$ cat config.mk
export PLATFORM = sky130hd
export DESIGN_NAME = sd_card_init_and_transfer_sequencer_core_flat
export DESIGN_NICKNAME = d
export VERILOG_FILES = /design/src/sdseq_pkg.sv /design/src/sdseq_if.sv /design/src/sdseq_front.sv /design/src/sdseq_back.sv /design/src/sd_card_init_and_transfer_sequencer_core.sv /design/src/flat_wrapper.sv
export SDC_FILE = /design/constraint.sdc
export NUM_CORES = 1
export LEC_CHECK = 0
export BUFFER_PORTS_ARGS = -buffer_cell sky130_fd_sc_hd__buf_2
export CORE_ASPECT_RATIO = 0.7
export CORE_MARGIN = 1
export CORE_UTILIZATION = 28
export DETAILED_ROUTE_END_ITERATION = 10
export PLACE_DENSITY = 0.51
export SLEW_MARGIN = 10
export SYNTH_ARGS = -nofsm -noshare
export SYNTH_HDL_FRONTEND = slang
export SYNTH_SLANG_ARGS = --single-unit
$ cat constraint.sdc
create_clock -name clk_i -period 7.69 [get_ports clk_i]
set_input_delay 0.3845 -clock clk_i [delete_from_list [all_inputs] [get_ports clk_i]]
set_output_delay 0.3845 -clock clk_i [all_outputs]
set_load 0.1 [all_outputs]
$ cat src/sdseq_pkg.sv
// package: codes, field types and constants for the sd card sequencer
package sdseq_pkg;

  localparam int unsigned MaxTransferBytes = 16777215;
  localparam int unsigned QueueDepth = 2;

  localparam logic [1:0] KIND_START = 2'd0;
  localparam logic [1:0] KIND_RESP  = 2'd1;
  localparam logic [1:0] KIND_XFER  = 2'd2;
  localparam logic [1:0] KIND_WAIT  = 2'd3;

  localparam logic [2:0] OUT_CMD      = 3'd0;
  localparam logic [2:0] OUT_SETTING  = 3'd1;
  localparam logic [2:0] OUT_WAIT     = 3'd2;
  localparam logic [2:0] OUT_BOOTDONE = 3'd3;
  localparam logic [2:0] OUT_XFERDONE = 3'd4;

  localparam logic [3:0] ST_OK       = 4'd0;
  localparam logic [3:0] ST_INVALID  = 4'd1;
  localparam logic [3:0] ST_POLL     = 4'd2;
  localparam logic [3:0] ST_CMDFAIL  = 4'd3;
  localparam logic [3:0] ST_ECHO     = 4'd4;
  localparam logic [3:0] ST_UNSUPP   = 4'd5;
  localparam logic [3:0] ST_OCRTIME  = 4'd6;
  localparam logic [3:0] ST_ADDRERR  = 4'd7;
  localparam logic [3:0] ST_NOTREADY = 4'd8;

  localparam logic [0:0] REG_OCR_LIMIT  = 1'd0;
  localparam logic [0:0] REG_POLL_LIMIT = 1'd1;

  typedef struct packed {
    logic [1:0]  kind;
    logic        resp_ok;
    logic [31:0] resp_word0;
    logic [31:0] resp_word1;
    logic [31:0] resp_word2;
    logic [31:0] scr_word;
    logic [1:0]  req_op;
    logic [40:0] req_offset;
    logic [23:0] req_length;
    logic [23:0] data_actual;
  } in_word_t;

  typedef struct packed {
    logic [2:0]  out_kind;
    logic [5:0]  cmd_index;
    logic [31:0] cmd_arg;
    logic [1:0]  data_dir;
    logic [15:0] block_count;
    logic [9:0]  block_bytes;
    logic [1:0]  setting_code;
    logic [3:0]  wait_ms;
    logic [3:0]  status;
    logic [23:0] bytes_done;
    logic [41:0] capacity_bytes;
  } out_word_t;

  // classified item handed from front to back
  typedef struct packed {
    logic        len_bad;  // misaligned, bad opcode or too long
    logic [31:0] block;
    in_word_t    item;
  } cls_word_t;

endpackage

$ cat src/sdseq_if.sv
// valid/ready channel interfaces for items and results
interface sdseq_in_if;
  logic                  valid;
  logic                  ready;
  sdseq_pkg::in_word_t   data;
  modport source (output valid, output data, input ready);
  modport sink   (input valid, input data, output ready);
endinterface

interface sdseq_out_if;
  logic                  valid;
  logic                  ready;
  sdseq_pkg::out_word_t  data;
  modport source (output valid, output data, input ready);
  modport sink   (input valid, input data, output ready);
endinterface

$ cat src/sdseq_front.sv
// front: accepts items, checks transfer args, fills a short queue
module sdseq_front #(
  parameter logic [31:0] MaxBytes = sdseq_pkg::MaxTransferBytes
) (
  input  logic                  clk_i,
  input  logic                  rst_ni,
  sdseq_in_if.sink              in_i,
  output logic                  q_valid_o,
  input  logic                  q_pop_i,
  output sdseq_pkg::cls_word_t  q_data_o
);
  localparam int unsigned Depth = sdseq_pkg::QueueDepth;
  localparam int unsigned Aw = $clog2(Depth);

  sdseq_pkg::cls_word_t mem_q [Depth];
  logic [Aw-1:0] wr_q, wr_d, rd_q, rd_d;
  logic [Aw:0]   cnt_q, cnt_d;
  sdseq_pkg::cls_word_t cls;
  logic push;

  always_comb begin
    cls.item  = in_i.data;
    cls.block = in_i.data.req_offset[40:9];
    cls.len_bad = (in_i.data.req_offset[8:0] != 9'd0) || (in_i.data.req_length[8:0] != 9'd0)
                  || in_i.data.req_op[1]
                  || ({8'd0, in_i.data.req_length} > MaxBytes);
  end

  assign in_i.ready = (cnt_q != (Aw+1)'(Depth));
  assign push = in_i.valid && in_i.ready;
  assign q_valid_o = (cnt_q != '0);
  assign q_data_o = mem_q[rd_q];

  always_comb begin
    wr_d = push ? Aw'(wr_q + 1'b1) : wr_q;
    rd_d = q_pop_i ? Aw'(rd_q + 1'b1) : rd_q;
    cnt_d = cnt_q + (Aw+1)'(push) - (Aw+1)'(q_pop_i);
  end

  always_ff @(posedge clk_i) begin
    if (push) begin
      mem_q[wr_q] <= cls;
    end
  end

  always_ff @(posedge clk_i or negedge rst_ni) begin
    if (!rst_ni) begin
      wr_q <= '0;
      rd_q <= '0;
      cnt_q <= '0;
    end else begin
      wr_q <= wr_d;
      rd_q <= rd_d;
      cnt_q <= cnt_d;
    end
  end
endmodule

$ cat src/sdseq_back.sv
// back: sequencer state machine with registered result stage
module sdseq_back (
  input  logic                  clk_i,
  input  logic                  rst_ni,
  input  logic                  cfg_we_i,
  input  logic                  cfg_idx_i,
  input  logic [7:0]            cfg_data_i,
  input  logic                  q_valid_i,
  output logic                  q_pop_o,
  input  sdseq_pkg::cls_word_t  q_data_i,
  sdseq_out_if.source           out_o
);
  localparam logic [4:0] PH_IDLE = 5'd0, PH_CMD0 = 5'd1, PH_CMD8 = 5'd2, PH_APP0 = 5'd3,
    PH_OCR0 = 5'd4, PH_APPL = 5'd5, PH_OCR = 5'd6, PH_OCRW = 5'd7, PH_CLK = 5'd8,
    PH_VSW = 5'd9, PH_VOLT = 5'd10, PH_CID = 5'd11, PH_RCA = 5'd12, PH_CSD = 5'd13,
    PH_SEL = 5'd14, PH_APPSCR = 5'd15, PH_SCR = 5'd16, PH_APPBW = 5'd17, PH_BW = 5'd18,
    PH_HOSTBW = 5'd19, PH_READY = 5'd20, PH_STAT = 5'd21, PH_STATW = 5'd22,
    PH_STOP = 5'd23, PH_DATA = 5'd24;

  logic [7:0]  olim_q, plim_q;
  logic [4:0]  phase_q, phase_d;
  logic [7:0]  att_q, att_d;
  logic [15:0] rca_q, rca_d;
  logic [41:0] cap_q, cap_d;
  logic        lv_q, lv_d, pw_q, pw_d;
  logic [31:0] pb_q, pb_d;
  logic [23:0] pl_q, pl_d;
  logic        ov_q;
  sdseq_pkg::out_word_t od_q, res;
  logic        emit;
  sdseq_pkg::in_word_t it;
  logic [7:0]  olim, plim, inc;
  logic [21:0] csize;
  logic [31:0] rarg;

  assign it = q_data_i.item;
  assign q_pop_o = q_valid_i && (!ov_q || out_o.ready);
  assign out_o.valid = ov_q;
  assign out_o.data = od_q;
  assign olim = (olim_q == 8'd0) ? 8'd1 : olim_q;
  assign plim = (plim_q == 8'd0) ? 8'd1 : plim_q;
  assign inc = att_q + 8'd1;
  assign rarg = {rca_q, 16'd0};
  assign csize = {it.resp_word1[5:0], it.resp_word2[31:16]};

  always_comb begin
    phase_d = phase_q; att_d = att_q; rca_d = rca_q; cap_d = cap_q;
    lv_d = lv_q; pw_d = pw_q; pb_d = pb_q; pl_d = pl_q;
    res = '0;
    emit = 1'b0;
    case (it.kind)
      sdseq_pkg::KIND_START: begin
        att_d = '0; rca_d = '0; cap_d = '0; lv_d = 1'b0;
        emit = 1'b1; res.out_kind = sdseq_pkg::OUT_CMD; phase_d = PH_CMD0;
      end
      sdseq_pkg::KIND_XFER: begin
        emit = 1'b1;
        res.out_kind = sdseq_pkg::OUT_XFERDONE;
        if (phase_q != PH_READY) begin
          res.status = sdseq_pkg::ST_NOTREADY;
        end else if (q_data_i.len_bad) begin
          res.status = sdseq_pkg::ST_INVALID;
        end else begin
          pw_d = it.req_op[0]; pb_d = q_data_i.block; pl_d = it.req_length; att_d = '0;
          res.out_kind = sdseq_pkg::OUT_CMD; res.cmd_index = 6'd13; res.cmd_arg = rarg;
          phase_d = PH_STAT;
        end
      end
      sdseq_pkg::KIND_WAIT: begin
        if (phase_q == PH_OCRW) begin
          emit = 1'b1; res.cmd_index = 6'd55; phase_d = PH_APPL;
        end else if (phase_q == PH_STATW) begin
          emit = 1'b1; res.cmd_index = 6'd13; res.cmd_arg = rarg; phase_d = PH_STAT;
        end
      end
      default: begin
        emit = 1'b1;
        res.out_kind = sdseq_pkg::OUT_CMD;
        // default failure path: bring-up done with a failed status
        unique case (phase_q)
          PH_CMD0: if (it.resp_ok) begin
            res.cmd_index = 6'd8; res.cmd_arg = 32'h1aa; phase_d = PH_CMD8;
          end else res.status = sdseq_pkg::ST_CMDFAIL;
          PH_CMD8: if (!it.resp_ok) res.status = sdseq_pkg::ST_CMDFAIL;
            else if (it.resp_word0[11:0] != 12'h1aa) res.status = sdseq_pkg::ST_ECHO;
            else begin res.cmd_index = 6'd55; phase_d = PH_APP0; end
          PH_APP0: if (it.resp_ok) begin res.cmd_index = 6'd41; phase_d = PH_OCR0; end
            else res.status = sdseq_pkg::ST_CMDFAIL;
          PH_OCR0: if (it.resp_ok) begin
            att_d = '0; res.cmd_index = 6'd55; phase_d = PH_APPL;
          end else res.status = sdseq_pkg::ST_CMDFAIL;
          PH_APPL: if (it.resp_ok) begin
            res.cmd_index = 6'd41; res.cmd_arg = 32'h41ff8000; phase_d = PH_OCR;
          end else res.status = sdseq_pkg::ST_CMDFAIL;
          PH_OCR: if (!it.resp_ok) res.status = sdseq_pkg::ST_CMDFAIL;
            else if (it.resp_word0[31]) begin
              if (!it.resp_word0[30]) res.status = sdseq_pkg::ST_UNSUPP;
              else begin
                lv_d = it.resp_word0[24];
                res.out_kind = sdseq_pkg::OUT_SETTING; phase_d = PH_CLK;
              end
            end else begin
              att_d = inc;
              if (inc == 8'd0 || inc >= olim) res.status = sdseq_pkg::ST_OCRTIME;
              else begin
                res.out_kind = sdseq_pkg::OUT_WAIT; res.wait_ms = 4'd5; phase_d = PH_OCRW;
              end
            end
          PH_CLK: if (lv_q) begin res.cmd_index = 6'd11; phase_d = PH_VSW; end
            else begin res.cmd_index = 6'd2; phase_d = PH_CID; end
          PH_VSW: if (it.resp_ok) begin
            res.out_kind = sdseq_pkg::OUT_SETTING; res.setting_code = 2'd1; phase_d = PH_VOLT;
          end else res.status = sdseq_pkg::ST_CMDFAIL;
          PH_VOLT: if (it.resp_ok) begin res.cmd_index = 6'd2; phase_d = PH_CID; end
            else res.status = sdseq_pkg::ST_CMDFAIL;
          PH_CID: if (it.resp_ok) begin res.cmd_index = 6'd3; phase_d = PH_RCA; end
            else res.status = sdseq_pkg::ST_CMDFAIL;
          PH_RCA: if (!it.resp_ok) res.status = sdseq_pkg::ST_CMDFAIL;
            else begin
              rca_d = it.resp_word0[31:16];
              if (it.resp_word0[15:13] != 3'd0) res.status = sdseq_pkg::ST_ADDRERR;
              else if (!it.resp_word0[8]) res.status = sdseq_pkg::ST_NOTREADY;
              else begin
                res.cmd_index = 6'd9; res.cmd_arg = {it.resp_word0[31:16], 16'd0};
                phase_d = PH_CSD;
              end
            end
          PH_CSD: if (!it.resp_ok) res.status = sdseq_pkg::ST_CMDFAIL;
            else if (it.resp_word0[31:30] != 2'd1) res.status = sdseq_pkg::ST_UNSUPP;
            else begin
              cap_d = {({1'b0, csize} + 23'd1), 19'd0};
              res.cmd_index = 6'd7; res.cmd_arg = rarg; phase_d = PH_SEL;
            end
          PH_SEL: if (it.resp_ok) begin
            res.cmd_index = 6'd55; res.cmd_arg = rarg; phase_d = PH_APPSCR;
          end else res.status = sdseq_pkg::ST_CMDFAIL;
          PH_APPSCR: if (it.resp_ok) begin
            res.cmd_index = 6'd51; res.data_dir = 2'd1; res.block_count = 16'd1;
            res.block_bytes = 10'd8; phase_d = PH_SCR;
          end else res.status = sdseq_pkg::ST_CMDFAIL;
          PH_SCR: if (!it.resp_ok) res.status = sdseq_pkg::ST_CMDFAIL;
            else if (it.scr_word[18]) begin
              res.cmd_index = 6'd55; res.cmd_arg = rarg; phase_d = PH_APPBW;
            end else res.status = sdseq_pkg::ST_OK;
          PH_APPBW: if (it.resp_ok) begin
            res.cmd_index = 6'd6; res.cmd_arg = 32'd2; phase_d = PH_BW;
          end else res.status = sdseq_pkg::ST_OK;
          PH_BW: if (it.resp_ok) begin
            res.out_kind = sdseq_pkg::OUT_SETTING; res.setting_code = 2'd2; phase_d = PH_HOSTBW;
          end else res.status = sdseq_pkg::ST_OK;
          PH_HOSTBW: res.status = sdseq_pkg::ST_OK;
          PH_STAT: begin
            res.out_kind = sdseq_pkg::OUT_XFERDONE;
            if (!it.resp_ok) begin
              phase_d = PH_READY; res.status = sdseq_pkg::ST_CMDFAIL;
            end else if (it.resp_word0[12:9] == 4'd4) begin
              res.out_kind = sdseq_pkg::OUT_CMD;
              res.cmd_index = pw_q ? ((pl_q > 24'd512) ? 6'd25 : 6'd24)
                                   : ((pl_q > 24'd512) ? 6'd18 : 6'd17);
              res.cmd_arg = pb_q; res.data_dir = pw_q ? 2'd2 : 2'd1;
              res.block_count = {1'b0, pl_q[23:9]}; res.block_bytes = 10'd512;
              phase_d = PH_DATA;
            end else begin
              att_d = inc;
              if (inc == 8'd0 || inc >= plim) begin
                phase_d = PH_READY; res.status = sdseq_pkg::ST_POLL;
              end else if (it.resp_word0[12:9] == 4'd5) begin
                res.out_kind = sdseq_pkg::OUT_CMD; res.cmd_index = 6'd12; phase_d = PH_STOP;
              end else begin
                res.out_kind = sdseq_pkg::OUT_WAIT; res.wait_ms = 4'd10; phase_d = PH_STATW;
              end
            end
          end
          PH_STOP: begin res.cmd_index = 6'd13; res.cmd_arg = rarg; phase_d = PH_STAT; end
          PH_DATA: begin
            phase_d = PH_READY;
            res.out_kind = sdseq_pkg::OUT_XFERDONE;
            if (!it.resp_ok) res.status = sdseq_pkg::ST_CMDFAIL;
            else if (pw_q || it.data_actual >= pl_q) res.bytes_done = pl_q;
            else res.bytes_done = it.data_actual;
          end
          default: emit = 1'b0;
        endcase
        // fold bring-up failure and success into one place
        if (emit && res.out_kind == sdseq_pkg::OUT_CMD && phase_d == phase_q
            && phase_q != PH_STOP) begin
          res.out_kind = sdseq_pkg::OUT_BOOTDONE;
          if (res.status == sdseq_pkg::ST_OK) begin
            res.capacity_bytes = cap_q; phase_d = PH_READY;
          end else begin
            phase_d = PH_IDLE;
          end
        end
      end
    endcase
  end

  always_ff @(posedge clk_i) begin
    if (q_pop_o && emit) begin
      od_q <= res;
    end
  end

  always_ff @(posedge clk_i or negedge rst_ni) begin
    if (!rst_ni) begin
      olim_q <= 8'd10; plim_q <= 8'd10;
      phase_q <= PH_IDLE; att_q <= '0; rca_q <= '0; cap_q <= '0;
      lv_q <= 1'b0; pw_q <= 1'b0; pb_q <= '0; pl_q <= '0; ov_q <= 1'b0;
    end else begin
      if (cfg_we_i && cfg_idx_i == sdseq_pkg::REG_OCR_LIMIT) olim_q <= cfg_data_i;
      if (cfg_we_i && cfg_idx_i == sdseq_pkg::REG_POLL_LIMIT) plim_q <= cfg_data_i;
      if (q_pop_o) begin
        phase_q <= phase_d; att_q <= att_d; rca_q <= rca_d; cap_q <= cap_d;
        lv_q <= lv_d; pw_q <= pw_d; pb_q <= pb_d; pl_q <= pl_d;
        ov_q <= emit;
      end else if (out_o.ready) begin
        ov_q <= 1'b0;
      end
    end
  end
endmodule

$ cat src/sd_card_init_and_transfer_sequencer_core.sv
// top level: sd card bring-up and transfer command sequencer
// a word accepted at the input is written to the queue, then its result is held in the output register
// throughput: one word per cycle while the output is taken; front check combinational, back state updated per pop
// a two-entry queue parts the front from the back, an output register parts the back
// reset: asynchronous active low, phase idle, limits back to ten, queue and output empty
module sd_card_init_and_transfer_sequencer_core #(
  parameter logic [31:0] MAX_TRANSFER_BYTES = sdseq_pkg::MaxTransferBytes
) (
  input  logic         clk_i,
  input  logic         rst_ni,
  input  logic         cfg_we_i,
  input  logic [0:0]   cfg_idx_i,
  input  logic [7:0]   cfg_data_i,
  sdseq_in_if.sink     in_i,
  sdseq_out_if.source  out_o
);
  // queue between front and back
  logic                 q_valid, q_pop;
  sdseq_pkg::cls_word_t q_data;

  sdseq_front #(.MaxBytes(MAX_TRANSFER_BYTES)) u_front (
    .clk_i, .rst_ni, .in_i,
    .q_valid_o(q_valid), .q_pop_i(q_pop), .q_data_o(q_data)
  );

  // back carries out each word against the sequencer phase
  sdseq_back u_back (
    .clk_i, .rst_ni, .cfg_we_i, .cfg_idx_i, .cfg_data_i,
    .q_valid_i(q_valid), .q_pop_o(q_pop), .q_data_i(q_data), .out_o
  );
endmodule

$ cat src/flat_wrapper.sv
// flat-port wrapper written by rule: the top's interface ports become plain ports
module sd_card_init_and_transfer_sequencer_core_flat 
#(
  parameter logic [31:0] MAX_TRANSFER_BYTES = sdseq_pkg::MaxTransferBytes
)
  (clk_i, rst_ni, cfg_we_i, cfg_idx_i, cfg_data_i, in_i_valid, in_i_data, in_i_ready, out_o_valid, out_o_data, out_o_ready);
  sdseq_in_if in_i_i ();
  sdseq_out_if out_o_i ();
  input  logic clk_i;
  input  logic rst_ni;
  input  logic cfg_we_i;
  input  logic [0:0] cfg_idx_i;
  input  logic [7:0] cfg_data_i;
  input wire logic [$bits(in_i_i.valid)-1:0] in_i_valid;
  input wire logic [$bits(in_i_i.data)-1:0] in_i_data;
  output wire logic [$bits(in_i_i.ready)-1:0] in_i_ready;
  output wire logic [$bits(out_o_i.valid)-1:0] out_o_valid;
  output wire logic [$bits(out_o_i.data)-1:0] out_o_data;
  input wire logic [$bits(out_o_i.ready)-1:0] out_o_ready;
  assign in_i_i.valid = in_i_valid;
  assign in_i_i.data = in_i_data;
  assign in_i_ready = in_i_i.ready;
  assign out_o_valid = out_o_i.valid;
  assign out_o_data = out_o_i.data;
  assign out_o_i.ready = out_o_ready;
  sd_card_init_and_transfer_sequencer_core #(.MAX_TRANSFER_BYTES(MAX_TRANSFER_BYTES)) u_core (.clk_i(clk_i), .rst_ni(rst_ni), .cfg_we_i(cfg_we_i), .cfg_idx_i(cfg_idx_i), .cfg_data_i(cfg_data_i), .in_i(in_i_i), .out_o(out_o_i));
endmodule
=== Word-level counts from Yosys, hierarchy flattened ===
Memories as Yosys holds them, arrays and structs flattened.
Index checks and enable logic that the tools add are counted.

* Memories kept: 1
* Memory bits (read-only): 0
* RAM bits: 510
* Register bits after elaboration: 295
* Bits in latches: 0
* Output and inout bits: 147
* Word-level logic and storage cells: 284

{| class="wikitable"
|+ Memory list
! name !! depth !! width !! read ports !! clocked after memory_dff !! wr ports !! line !! source
|-
| u_core.u_front.mem_q || 2 || 255 || 1 || 0 || 1 || sdseq_front.sv:15 || <nowiki>sdseq_pkg::cls_word_t mem_q [Depth];</nowiki>
|}

* Shifts and indexed selects: 0
* Reduce and logical (&&, ||, !) cells: 48
* Add/subtract/negate cells: 6
* Equality and inequality tests: 42
* Div/mod/pow operators: 0
* Muxes and demuxes: 149
* Multiply operators: 0
* Bitwise operators: 9
* Magnitude comparators: 4

{| class="wikitable"
|+ Operators with widths
! cell !! count
|-
| $pmux W32 S9 || 1
|-
| $mux W38 || 7
|-
| $mux W5 || 31
|-
| $mux W42 || 3
|-
| $pmux W38 S3 || 1
|-
| $mux W36 || 3
|-
| $pmux W5 S20 || 1
|-
| $pmux W6 S16 || 1
|-
| $pmux W42 S2 || 1
|-
| $mux W41 || 2
|-
| $mux W8 || 10
|-
| $mux W35 || 2
|-
| $mux W69 || 1
|-
| $mux W60 || 1
|-
| $mux W4 || 14
|-
| $pmux W28 S2 || 1
|-
| $pmux W8 S3 || 2
|-
| $mux W3 || 15
|-
| $eq A5 B4 Y1 const B || 8
|-
| $eq A5 B5 Y1 const B || 8
|-
| $mux W6 || 6
|-
| $mux W16 || 2
|-
| $mux W32 || 1
|-
| $pmux W16 S2 || 1
|-
| 53 further kinds || 135
|}

=== Logic depth before layout (Yosys ltp) ===
Gate-level depths: netlist of the first run.

* Depth in word-level cells: 15
* Mapped depth: 19
* Depth with buffers taken out: 14

=== Hierarchy ===
A second synthesis of the first run with hierarchy kept.

* Cells, all modules: 2004
* Area, all modules: 29669.7 um^2

{| class="wikitable"
|+ Modules (own cells, without submodules)
! module !! cells each !! instances !! area an instance (um^2)
|-
| sdseq_front || 749 || 1 || 16654.7
|-
| sdseq_back || 1255 || 1 || 13015.0
|}

=== Worst setup path before layout of the first run ===
OpenSTA, ideal clock, no wires.

* Path kind: register to register
* From: register u_core.u_front.cnt_q[0]
* To: memory u_core.u_front.mem_q[0][0] in the netlist's numbering (enable)
* Path buffers: 0
* Arrival time: 7261 ps
* Library setup time: 642 ps
* Stages on the path, launching flop included: 4
* Path slack: -213 ps
* Period minus slack after synthesis: 7903 ps
* Data required time: 7048 ps
* Path through: dfrtp_1 -> nand2b_1 -> nand2_1 -> nor2_1

* Longest elaborated chain between the ends: 4

{| class="wikitable"
|+ RTL lines
! element !! line !! source
|-
| from (decl) || sdseq_front.sv:17 || <nowiki>logic [Aw:0] cnt_q, cnt_d;</nowiki>
|-
| from (signal assigned) || sdseq_front.sv:54 || <nowiki>cnt_q <= cnt_d;</nowiki>
|-
| $ne A2 B2 Y1 || sdseq_front.sv:29 || <nowiki>assign in_i.ready = (cnt_q != (Aw+1)'(Depth));</nowiki>
|-
| net in_i_ready || flat_wrapper.sv:16 || <nowiki>output wire logic [$bits(in_i_i.ready)-1:0] in_i_ready;</nowiki>
|-
| $logic_and A1 B1 Y1 || sdseq_front.sv:30 || <nowiki>assign push = in_i.valid && in_i.ready;</nowiki>
|-
| $mux W1 || sdseq_front.sv:41 || <nowiki>if (push) begin</nowiki>
|-
| $mux W1 (not written as such) || sdseq_front.sv:42 || <nowiki>mem_q[wr_q] <= cls;</nowiki>
|-
| to (decl) || sdseq_front.sv:15 ||
|}

The timed path passes the listed nets, and every way through them passes these cells.

=== Worst setup path after layout of the first run ===
* From: register u_core.u_back.att_q[0]
* To: register u_core.u_back.od_q (netlist bit u_core.u_back.out_o.data[21]) (data pin)

* Longest elaborated chain between the ends: 14

{| class="wikitable"
|+ RTL lines
! element !! line !! source
|-
| from (decl) || sdseq_back.sv:22 || <nowiki>logic [7:0] att_q, att_d;</nowiki>
|-
| from (signal assigned) || sdseq_back.sv:213 || <nowiki>phase_q <= phase_d; att_q <= att_d; rca_q <= rca_d; cap_q <= cap_d;</nowiki>
|-
| $add A8 B1 Y8 (*) || sdseq_back.sv:42 || <nowiki>assign inc = att_q + 8'd1;</nowiki>
|-
| branches (longest 12 deep; another with $ge A8 B8 Y1) || -- ||
|-
| $reduce_or A5 Y1 (no line) (*) || -- ||
|-
| to (signal assigned) || sdseq_back.sv:200 || <nowiki>od_q <= res;</nowiki>
|-
| to (decl) || sdseq_back.sv:29 || <nowiki>sdseq_pkg::out_word_t od_q, res;</nowiki>
|}

Every way passes the cells marked *. The select of a mux whose other input is x is not followed.
A chain may end at the register's enable or synchronous reset.

==> key figures, run 1 <==
Yosys
  • Part of the Yosys area used for sequential elements: 65.7%
  • Post-synth EDFFs: 395
  • Number of synthesized register bits: 526
  • Yosys top cell by area: edfxtp_1
  • Count of cell types in the netlist: 90
  • Synth top area share: 51.5%
  • Synthesis Warnings: 0
  • Synth top area cells: edfxtp_1 51%, dfrtp_1 14%, mux2i_1 4.3%
  • Ys async rst share: 24.9%
  • Post-synth top flop: edfxtp_1
  • Syn Area/Cell: 13.2 sq um
  • Cells after synthesis: 1746
  • Post-synthesis cell area: 23000 sq um

Place
  • Routability Congestion: 0.875
  • DP Cell Count: 3035
  • Number of port buffers: 281
  • Detailed placer's ending HPWL: 42700 microns

Clock tree
  • Clock Latency Late Sink: 0.63 ns
  • CTS clk-pin slew, worst paths: 0.06 ns
  • Hold buffers post-CTS: 148
  • Num CTS Buffers: 56
  • CTS root buf: clkbuf_16
  • Cts repair resizes: 0
  • CTS HTree Levels: 2
  • Setup Buffers After CTS: 0
  • Clock Path Buffers: 3
  • Clock Sinks: 526
  • CTS tree: built

Setup path
  • Most Frequent Cell on Critical Path: ha_1
  • Reg2Reg Depth: 14
  • Crit path arrival time: 5.18 ns
  • WP depth: 14
  • Kind of critical path: register to register
  • Buffers & Inverters on Critical Path: 0
  • WP data required: 8.18 ns
  • Worst setup EP type: register
  • CP Launch Type: register
  • Critical path peak fanout: 23
  • CP startpoint: u_core.u_back.att_q[0]
  • Critical path, cell by cell: ha_1 > and2_1 > nand4_1 > xnor2_1 > ha_1 > o21ai_0 > nor2_1 > a211oi_4 > nand4_2 > nand4b_4 > o211a_2 > o311ai_4 > nor3_4 > and2_4
  • FF-to-FF End: u_core.u_back.out_o.data[21]
  • Reg2Reg Setup Slack: 3.01 ns
  • FF-to-FF Start: u_core.u_back.att_q[0]
  • Worst setup path end: u_core.u_back.out_o.data[21]
  • Worst path max stage delay: 0.96 ns
  • Cell family with most CP delay: simple AND/OR/NAND/NOR gates
  • Worst path slowest cell: nor3_4

Global routing
  • GR Util met1: 22.4%
  • Largest net degree at the start of global routing: 102
  • Antenna violations before repair: 9
  • GRT Overall Usage: 15.6%
  • First-pass GRT wire length: 98500 microns
  • Met3 Resource Use GR: 4.24%
  • Total congestion overflow: 0
  • GR Layer Usage met2: 22.9%
  • Vias in the first global route: 15.6k
  • Top Usage Layer GRT: met2

Power
  • Power per cell area: 445 nW/um^2
  • Maximum VDD drop: 0.339 mV
  • P_leak: 11.2 nW

Timing
  • Tmin final: 4.68 ns
  • TNS Setup: 0 ns
  • Max_slew headroom: 21.2%
  • Final period util: 60.9%
  • RSZ-0062 raised after global routing: false
  • Slew Limit Fails: 0
  • Fmax: 0.213 GHz
  • Hold Violations, Final: 0
  • Hold WS: 0.0847 ns
  • Worst slew pin tran: 1.18 ns
  • Setup violators final: 0
  • Clock skew: 0.0242 ns

Drt
  • Via Count: 15.5k
  • Wire per inst: 20.0 microns
  • Vias per Instance: 4.70
  • First-pass DRT Iterations: 5
  • Routed wire length: 66000 microns
  • Drt drc: 0
  • Starting DRT DRC Count: 1195
  • Post-DRT Antenna Nets: 0

Min path
  • Worst hold-check path type: input port to register
  • Worst hold path cell count: 3

Cells and area
  • Layout cells sized above 1: 23.1%
  • Final Non-Filler Cells: 3291
  • Nets: 2454
  • Syn-to-layout area delta: 25.3%

Outcome
  • Run status: completed

Floorplan
  • Initial Utilization: 28.4%
  • Die area: 83400 sq um
  • Die Y: 242 microns
  • Row count: 87
  • Die Wd: 345 microns
  • CORE AREA: 81000 sq um
  • Num ports: 383

Job
  • Max-cap violations: 0
-- synth_stat cells, drive strengths merged, types with 3 or more instances --
cell type and count:
a211oi 7, a21boi 4, a21o 23, a21oi 57, a22oi 16, a31oi 6, a41o 3, and2 36
and3 7, and3b 4, buf 67, clkbuf 45, dfrtp 127, dfstp 4, edfxtp 395, ha 45
inv 51, mux2 57, mux2i 101, nand2 182, nand2b 15, nand3 20, nand3b 4, nand4 18
nor2 88, nor2b 20, nor3 46, nor3b 6, nor4 21, nor4bb 3, o211ai 7, o21a 3
o21ai 161, o22ai 3, o31ai 14, or2 3, or3 5, or3b 3, xnor2 19, xor2 10
-- worst min path at each step --
| stage | start | endpoint |
|---|---|---|
| floorplan | rst_ni | u_core.u_back.att_q[0] |
| global placement | u_core.u_back.cap_q[19] | u_core.u_back.cap_q[19] |
| detailed placement | u_core.u_back.cap_q[19] | u_core.u_back.cap_q[19] |
| CTS | out_o_ready | u_core.u_back.out_o.valid |
| global route | out_o_ready | u_core.u_back.out_o.valid |
| finish | out_o_ready | u_core.u_back.out_o.valid |
-- layout by cell type (no fill, tap or decap), types with 20 or more instances in the layout --
| cell type | count |
|---|---|
| a21o_1 | 23 |
| a21oi_1 | 57 |
| and2_4 | 20 |
| buf_2 | 280 |
| buf_4 | 25 |
| clkbuf_16 | 56 |
| conb_1 | 28 |
| dfrtp_1 | 126 |
| dlygate4sd3_1 | 148 |
| edfxtp_1 | 395 |
| ha_1 | 45 |
| inv_1 | 48 |
| mux2_2 | 54 |
| mux2i_1 | 100 |
| nand2_1 | 181 |
| nor2_1 | 83 |
| nor2b_1 | 20 |
| nor3_1 | 44 |
| nor4_1 | 20 |
| o21ai_0 | 149 |
-- stage by stage --
step / area (sq um) / total power [W] / setup WS [ns] / utilization, %
floorplan: 23100 / 0.00884 / 2.15 / -
finish: 28900 / 0.0128 / 3.01 / 35.6
detailed placement: 25500 / 0.0101 / 2.98 / 31.5
global route: 28900 / 0.0134 / 2.70 / 35.6
CTS: 28900 / 0.0130 / 2.98 / 35.6
global placement: 25500 / 0.0101 / 3.13 / 31.5
-- cell type report --
type	count	area, sq um
inverters	51	196
diodes	2	5.00
clock buffers	76	1560
multi-input cells	1084	7230
well taps	1068	1340
repair buffers	454	3080
flip-flops and latches	526	15100
fillers	7986	52100
clock inverters	30	320
-- cell families (layout without fill, tap and decap cells) --
kind of cell	Yosys count	count (layout)	synth area share, %
simple gates	491	491	11.0
other cells	1	30	0.0163
mux	158	158	7.22
buf+inv	163	611	3.52
fa+ha+maj	45	45	2.44
compound gates	333	333	8.94
flops	526	526	65.7
xor+xnor	29	29	1.10
-- state kept, by name (all words and copies together) (netlist names), 2 cells and up --
signal	cells
u_core.u_front.cnt_q	2
u_core.u_back.cap_q	23
u_core.u_back.rca_q	16
u_core.u_back.phase_q	5
u_core.u_back.att_q	8
u_core.u_back.olim_q	8
u_core.u_back.pb_q	32
u_core.u_back.out_o.data	115
u_core.u_back.pl_q	24
u_core.u_back.plim_q	8
u_core.u_front.mem_q	280
-- worst reg2reg max path: cells and delay by family (launching register included) --
kind	cells	cell delay, ns
AO/OA/AOI/OAI	4	0.90
XOR/XNOR	1	0.32
adder cells (fa/ha/maj)	2	0.56
flip-flops	1	0.48
AND/OR/NAND/NOR	7	2.30
-- per-layer routing --
metal / up-vias / part of all wire, % / wire [microns]
li1: 7271 / - / -
met1: 7590 / 48 / 31500
met2: 477 / 43 / 28300
met3: 110 / 7.1 / 4680
met4: 12 / 2.2 / 1420
met5: - / 0.13 / 85
-- report_power, final --
group | leakage, nW | internal, W | switching (W)
Combinational | 4.84 | 0.00120 | 0.00450
Sequential | 5.48 | 0.00404 | 0.000344
Clock | 0.902 | 0.00157 | 0.00119
Total | 11.2 | 0.00681 | 0.00603
Note: power is estimated with default switching activity, not from simulation.
==> run 2: changes to the inputs <==
--- a/config.mk
+++ b/config.mk
@@ -10,7 +10,7 @@
 export CORE_MARGIN = 1
 export CORE_UTILIZATION = 28
 export DETAILED_ROUTE_END_ITERATION = 10
-export PLACE_DENSITY = 0.51
+export PLACE_DENSITY = 0.53
 export SLEW_MARGIN = 10
 export SYNTH_ARGS = -nofsm -noshare
 export SYNTH_HDL_FRONTEND = slang
==> constraint.sdc (replaced) <==
create_clock -name clk_i -period 3.8 [get_ports clk_i]
set_input_delay 0.19 -clock clk_i [delete_from_list [all_inputs] [get_ports clk_i]]
set_output_delay 0.19 -clock clk_i [all_outputs]
set_load 0.1 [all_outputs]
==> run 2 against run 1 <==
Against the previous run:
- clock-buffer cell count down 9
- utilization up 1.6 points
- sequential power rose by 100%
- sequential share of layout area decreased by 2.2 points
- die area unchanged
- largest cell class unchanged
==> key figures, run 2 (synthesized netlist as in run 1, its figures left out) <==
Outcome
  • Run status: completed

Clock tree
  • CTS root buf: clkbuf_16
  • CTS clk-pin slew, worst paths: 0.06 ns
  • Clock Sinks: 526
  • CTS HTree Levels: 2
  • Clock Path Buffers: 3
  • CTS tree: built
  • Clock Latency Late Sink: 0.64 ns
  • Num CTS Buffers: 55

Timing
  • Worst slew pin tran: 0.899 ns
  • Setup violators final: 0
  • Clock skew: 0.0297 ns
  • Fmax: 0.268 GHz
  • Hold Violations, Final: 0
  • Final period util: 98.1%
  • Tmin final: 3.73 ns
  • Slew Limit Fails: 0
  • Max_slew headroom: 39.9%

Cells and area
  • Most frequent cells in the layout: 395 x edfxtp_1, 280 x buf_2, 180 x nand2_1, 151 x dlygate4sd3_1, 146 x o21ai_0
  • Syn-to-layout area delta: 30.8%
  • Layout cells sized above 1: 27.4%
  • Nets: 2570
  • Largest reg by FF count: u_core.u_front.mem_q
  • Max reg flops: 280
  • Final Cell Area: 30100 sq um
  • Most common cell after layout, fill and taps aside: edfxtp_1
  • Layout Utilization: 37.2%

Setup path
  • WP data required: 4.18 ns
  • CP Launch Type: register
  • Crit path arrival time: 4.10 ns
  • CP startpoint: u_core.u_back.att_q[1]
  • Worst setup EP type: register
  • Kind of critical path: register to register
  • FF-to-FF Start: u_core.u_back.att_q[1]
  • Critical path peak fanout: 4

Place
  • Routability Congestion: 0.898
  • Area after DPL: 26500 sq um
  • Number of port buffers: 281
  • Detailed placer's ending HPWL: 46100 microns

Global routing
  • Total congestion overflow: 0
  • Largest net degree at the start of global routing: 115
  • Antenna violations before repair: 10
  • GRT Overall Usage: 16.0%
  • Vias in the first global route: 15.8k
  • First-pass GRT wire length: 101000 microns

Floorplan
  • Die area: 83400 sq um
  • CORE AREA: 81000 sq um
  • Num ports: 383
  • Die Y: 242 microns
  • Row count: 87
  • Initial Utilization: 28.4%
  • Die Wd: 345 microns

Power
  • Maximum VDD drop: 0.802 mV
  • P_leak: 11.9 nW
  • Power per cell area: 903 nW/um^2

Drt
  • First-pass DRT Iterations: 5
  • Wire per inst: 19.9 microns
  • Drt drc: 0
  • Starting DRT DRC Count: 862
  • Vias per Instance: 4.65
  • Via Count: 15.8k
  • Routed wire length: 67800 microns
  • Post-DRT Antenna Nets: 0

Job
  • Max-cap violations: 0

Min path
  • Worst hold-check path type: input port to register
  • Worst hold start: cfg_idx_i
run 2: changes by cell type in the layout (fill, tap and decap cells not counted), sizes merged:
cell,before,now
buf,306,419
bufinv,4,7
clkbuf,76,67
clkinv,14,21
clkinvlp,6,4
dlygate4sd3,148,151
inv,57,55
nor3,46,47
run 2: critical path: stages (launching register included):
cell and delay [ns]:
dfrtp_1 0.42, ha_2 0.21, buf_4 0.14, xor2_1 0.17, ha_1 0.31, a211oi_1 0.31, o21ai_2 0.13, a211oi_4 0.29
nand3_2 0.12, or3b_4 0.41, a211o_1 0.34, o311ai_4 0.12, buf_12 0.17, nor3_4 0.04, buf_4 0.17, and2_4 0.15
run 2: report_power, final:
part	internal [W]	switching (W)
Sequential	0.00815	0.000659
Combinational	0.00329	0.00950
Clock	0.00324	0.00239
Total	0.0147	0.0126
run 2: per-layer routing:
metal	track usage (%)	wire, microns	part of all wire (%)	vias up
met5	0	95	0.14	-
met4	3.60	1140	1.7	14
met3	4.36	5130	7.6	90
met2	23.3	29100	43	465
met1	23.4	32300	48	7756
li1	-	-	-	7507
run 2: worst paths after layout:
kind | endpoint | slack (ns) | depth (start not counted)
worst max-delay path | u_core.u_back.out_o.data[39] | 0.07 | 15
worst min-delay path | u_core.u_back.olim_q[2] | 0.05 | 4
worst max register to register | u_core.u_back.out_o.data[39] | 0.07 | 15
worst min register to register | u_core.u_back.pb_q[0] | 0.47 | 2
max in group asynchronous | u_core.u_back.rca_q[0] | 2.70 | 3
min in group asynchronous | u_core.u_back.olim_q[6] | 0.18 | 2
run 2: layout make-up:
type / instances / area [sq um]
fillers: 7894 / 50800
flip-flops and latches: 526 / 15100
multi-input cells: 1085 / 7320
repair buffers: 570 / 4250
clock buffers: 67 / 1450
well taps: 1068 / 1340
clock inverters: 36 / 439
inverters: 51 / 195
diodes: 2 / 5.00
run 2: metrics by stage:
step | power [W] | cells | TNS, ns | hold slack (ns) | worst slack [ns]
3_5_place_dp | 0.0213 | 3133 | -5.86 | 0.256 | -0.272
3_3_place_gp | 0.0212 | 3133 | -4.93 | 0.250 | -0.221
6_report | 0.0272 | 3405 | 0 | 0.0495 | 0.0733
2_1_floorplan | 0.0179 | 1773 | 0 | -0.106 | 0.0171
5_1_grt | 0.0285 | 3405 | -0.287 | 0.0686 | -0.0400
4_1_cts | 0.0274 | 3395 | 0 | 0.00400 | 0.0158
run 2: timing repair:
| item | in CTS | in global routing |
|---|---|---|
| setup buffers | 7 | 8 |
| pin swaps | 4 | 5 |
| endpoints found under the hold margin | 353 | 0 |
| hold buffers | 151 | 0 |
| setup endpoints to repair | 24 | 48 |
| gates cloned | 1 | 0 |
| resized for setup | 4 | 13 |
